`config.mk`:
```
export PLATFORM = sky130hd
export DESIGN_NAME = stft_ram
export DESIGN_NICKNAME = d
export VERILOG_FILES = /design/src/design/stft_ram.sv
export SDC_FILE = /design/constraint.sdc
export NUM_CORES = 1
export LEC_CHECK = 0
export ABC_AREA = 1
export BUFFER_PORTS_ARGS = -buffer_cell sky130_fd_sc_hd__buf_4
export CORE_ASPECT_RATIO = 0.6
export CORE_UTILIZATION = 55
export CTS_CLUSTER_DIAMETER = 60
export CTS_CLUSTER_SIZE = 28
export DETAILED_ROUTE_END_ITERATION = 12
export HOLD_SLACK_MARGIN = 0.05
export PLACE_DENSITY_LB_ADDON = 0.1
export SYNTH_ARGS = -nofsm -noshare
export SYNTH_HDL_FRONTEND = slang
export SYNTH_SLANG_ARGS = --single-unit
```
`constraint.sdc`:
```
create_clock -name clk_i -period 1.1 [get_ports clk_i]
set_input_delay 0.165 -clock clk_i [delete_from_list [all_inputs] [get_ports clk_i]]
set_output_delay 0.165 -clock clk_i [all_outputs]
set_load 0.005 [all_outputs]
```
`src/design/stft_ram.sv`:
```
// Generic simple dual-port RAM: one write port, one read port, registered read.
// No dependencies.
module stft_ram #(
  parameter int WIDTH = 8,
  parameter int DEPTH = 16
) (
  input  logic                     clk_i,
  input  logic                     we_i,
  input  logic [$clog2(DEPTH)-1:0] waddr_i,
  input  logic [WIDTH-1:0]         wdata_i,
  input  logic [$clog2(DEPTH)-1:0] raddr_i,
  output logic [WIDTH-1:0]         rdata_o
);

  logic [WIDTH-1:0] mem_q [DEPTH];
  logic [WIDTH-1:0] rdata_q;

  always_ff @(posedge clk_i) begin
    if (we_i) begin
      mem_q[waddr_i] <= wdata_i;
    end
    rdata_q <= mem_q[raddr_i];
  end

  assign rdata_o = rdata_q;

endmodule

```
==> reports/qor.yml <==
outcome:
  outcome: "complete, no violations"
flow_run:
  maxCapViolCount: 0
global_routing:
  grt_pass1_wl_mm: 20.6
  grt-ovfl-total: 0
  grt_use_total_pct: 27.4
  grt_pass1_vias: 3670
  antenna_found_initial: 0
  grt_max_degree: 55
layout:
  final_cell_mix: "nand2_1 (173), edfxtp_1 (128), inv_1 (100), nand3_1 (97), buf_4 (49)"
  fill_cells: 764
  regArea_um2: 4010
  area_growth_pct: 18.2
  drive_gt1_share_pct: 14.0
  nNetsFinal: 620
  final_common_cell: "nand2_1"
  multiInputGateArea_um2: 1210
  fin_cells: 750
  antenna_cells: 0
critical_path:
  end_kind: "primary output"
  path_max_fanout: 1
  rr_endpoint: "rdata_o[4]"
  worstSetupPathType: "reg2out"
  r2r_slack_ns: 0.10
  cp.buffers_inverters: 1
  reg2reg_depth: 6
  slowest_stage: "dfxtp_2"
  startpoint_type: "flop"
  crit_path_cell_trace: "buf_4"
  critical_path.max_stage_delay_ns: 0.36
  crit_family: "flip-flops"
  critPathArrivalTime_ns: 0.89
  r2r_start: "mem_q[4][4]"
  required_ns: 0.94
sta:
  slew_headroom_pct: 81.6
  rsz0062_at_grt: "no"
  period_share_pct: 95.9
  holdWs_ns: 0.104
  worst_slew_pin_slew_ns: 0.276
  hold_viol: 0
  fin_crit_ns: 1.06
  slew_violations: 0
  finClkSkew_ns: 0.00261
  max_freq_ghz: 0.948
  fin_tns_setup_ns: 0
  setup_violations: 0
route:
  finalWirelength_mm: 13.4
  drtPass1Iterations: 5
  drt_iter0_drc: 584
  post-route-drc-count: 0
  viasPerCell: 5.26
  wl_per_cell_um: 17.8
  drtAntennaViolNets: 0
  vias: 3948
floorplanning:
  die_w_um: 134
  fp.dieH_um: 81.3
  die-area_um2: 10900
  core-area_um2: 10000
  start_util_pct: 57.6
  row_count: 28
  io_pins: 26
clocking:
  max-clock-path-buffers: 2
  cts_max_level: 4
  clock_latency_ns: 0.42
  numCtsBuffers: 17
  post-cts-setup-buffers: 0
  cts_sinks: 136
  cts_root_buf: "clkbuf_16"
  clk_pin_slew_ns: 0.05
  cts_tree: "done"
yosys:
  syn_area_per_cell_um2: 10.5
  ys_ff_latch: 136
  synth_cells: 551
  synth_cell_types: 12
  ys_warn_count: 0
  yosysSeqAreaShare_pct: 69.4
  netlist_area_um2: 5770
  syn_nets: 569
pwr:
  vdd_drop_max_v: 0.00133
  leakage_nw: 2.99
  power_density_nw_per_um2: 1750
worst_hold_path:
  holdPathStages: 1
  holdCritPathClass: "in2reg"
  min_to: "mem_q[2][2]"
  min_from: "wdata_i[2]"
place:
  placed_cells: 717
  place_congestion: 0.842
  dpl.hpwl_mm: 8.22
  io_buffers: 25
power by group:
part | switching, mW | internal (mW)
Sequential | 0.0402 | 5.80
Combinational | 0.521 | 0.290
Clock | 1.99 | 3.29
Total | 2.55 | 9.38
metrics by stage:
stage | power [mW] | instance area (um^2) | worst slack, ns | util, %
after global placement | 6.72 | 6260 | -0.0944 | 62.5
after global routing | 12.3 | 6820 | 0.0228 | 68.0
after detailed placement | 6.74 | 6260 | -0.132 | 62.5
final | 11.9 | 6820 | 0.0450 | 68.0
after floorplan | 6.34 | 5770 | -0.0158 | -
after CTS | 12.0 | 6820 | 0.00873 | 68.0
layer usage:
metal  global-route usage, %  share of wire [%]  wire (um)
met1                    41.4                 46       6190
met2                    38.7                 44       5820
met3                    5.87                8.4       1120
met4                    11.1                1.7        223
met5                       0                  0          0
state kept, by name, summed over array words and instances (netlist names):
name,cells
rdata_o,8
mem_q,128
logic make-up after synthesis:
group / synth area share, %
buf+inv: 9.52
flops: 69.4
simple gates: 21.0
final cells by class:
| type | instances | share of cell area, % |
|---|---|---|
| sequential | 136 | 58.8 |
| clock inverter | 11 | 1.56 |
| multi-input combinational | 289 | 17.8 |
| clock buffer | 21 | 6.46 |
| timing repair buffer | 56 | 7.31 |
| inverter | 102 | 5.62 |
| tap | 135 | 2.48 |
what timing repair did:
item / in CTS / in global routing
pin swaps: 0 / 0
hold buffers: 1 / 0
endpoints found under the hold margin: 6 / 0
endpoints found under the setup margin: 1 / 1
resized for setup: 1 / 1
cells in the mapped netlist:
master	instances	share of area (%)
nand3b_1	2	0.26
edfxtp_1	128	67
buf_1	1	0.065
buf_2	13	1.1
dfxtp_1	8	2.8
buf_4	4	0.52
buf_6	6	1.2
nand2_1	173	11
inv_2	2	0.13
inv_1	100	6.5
nand3_1	97	8.4
nor2_1	17	1.1
worst max path at each step:
stage / endpoint / slack (ns) / startpoint / depth (start not counted)
floorplan: mem_q[4][0] / -0.02 / waddr_i[3] / 2
global route: rdata_o[1] / 0.02 / mem_q[11][1] / 6
CTS: rdata_o[5] / 0.009 / rdata_o[5] / 1
detailed placement: mem_q[5][4] / -0.13 / waddr_i[3] / 4
global placement: rdata_o[1] / -0.09 / raddr_i[0] / 8
finish: rdata_o[4] / 0.04 / rdata_o[4] / 1
Power figures use the tool's default switching activity.
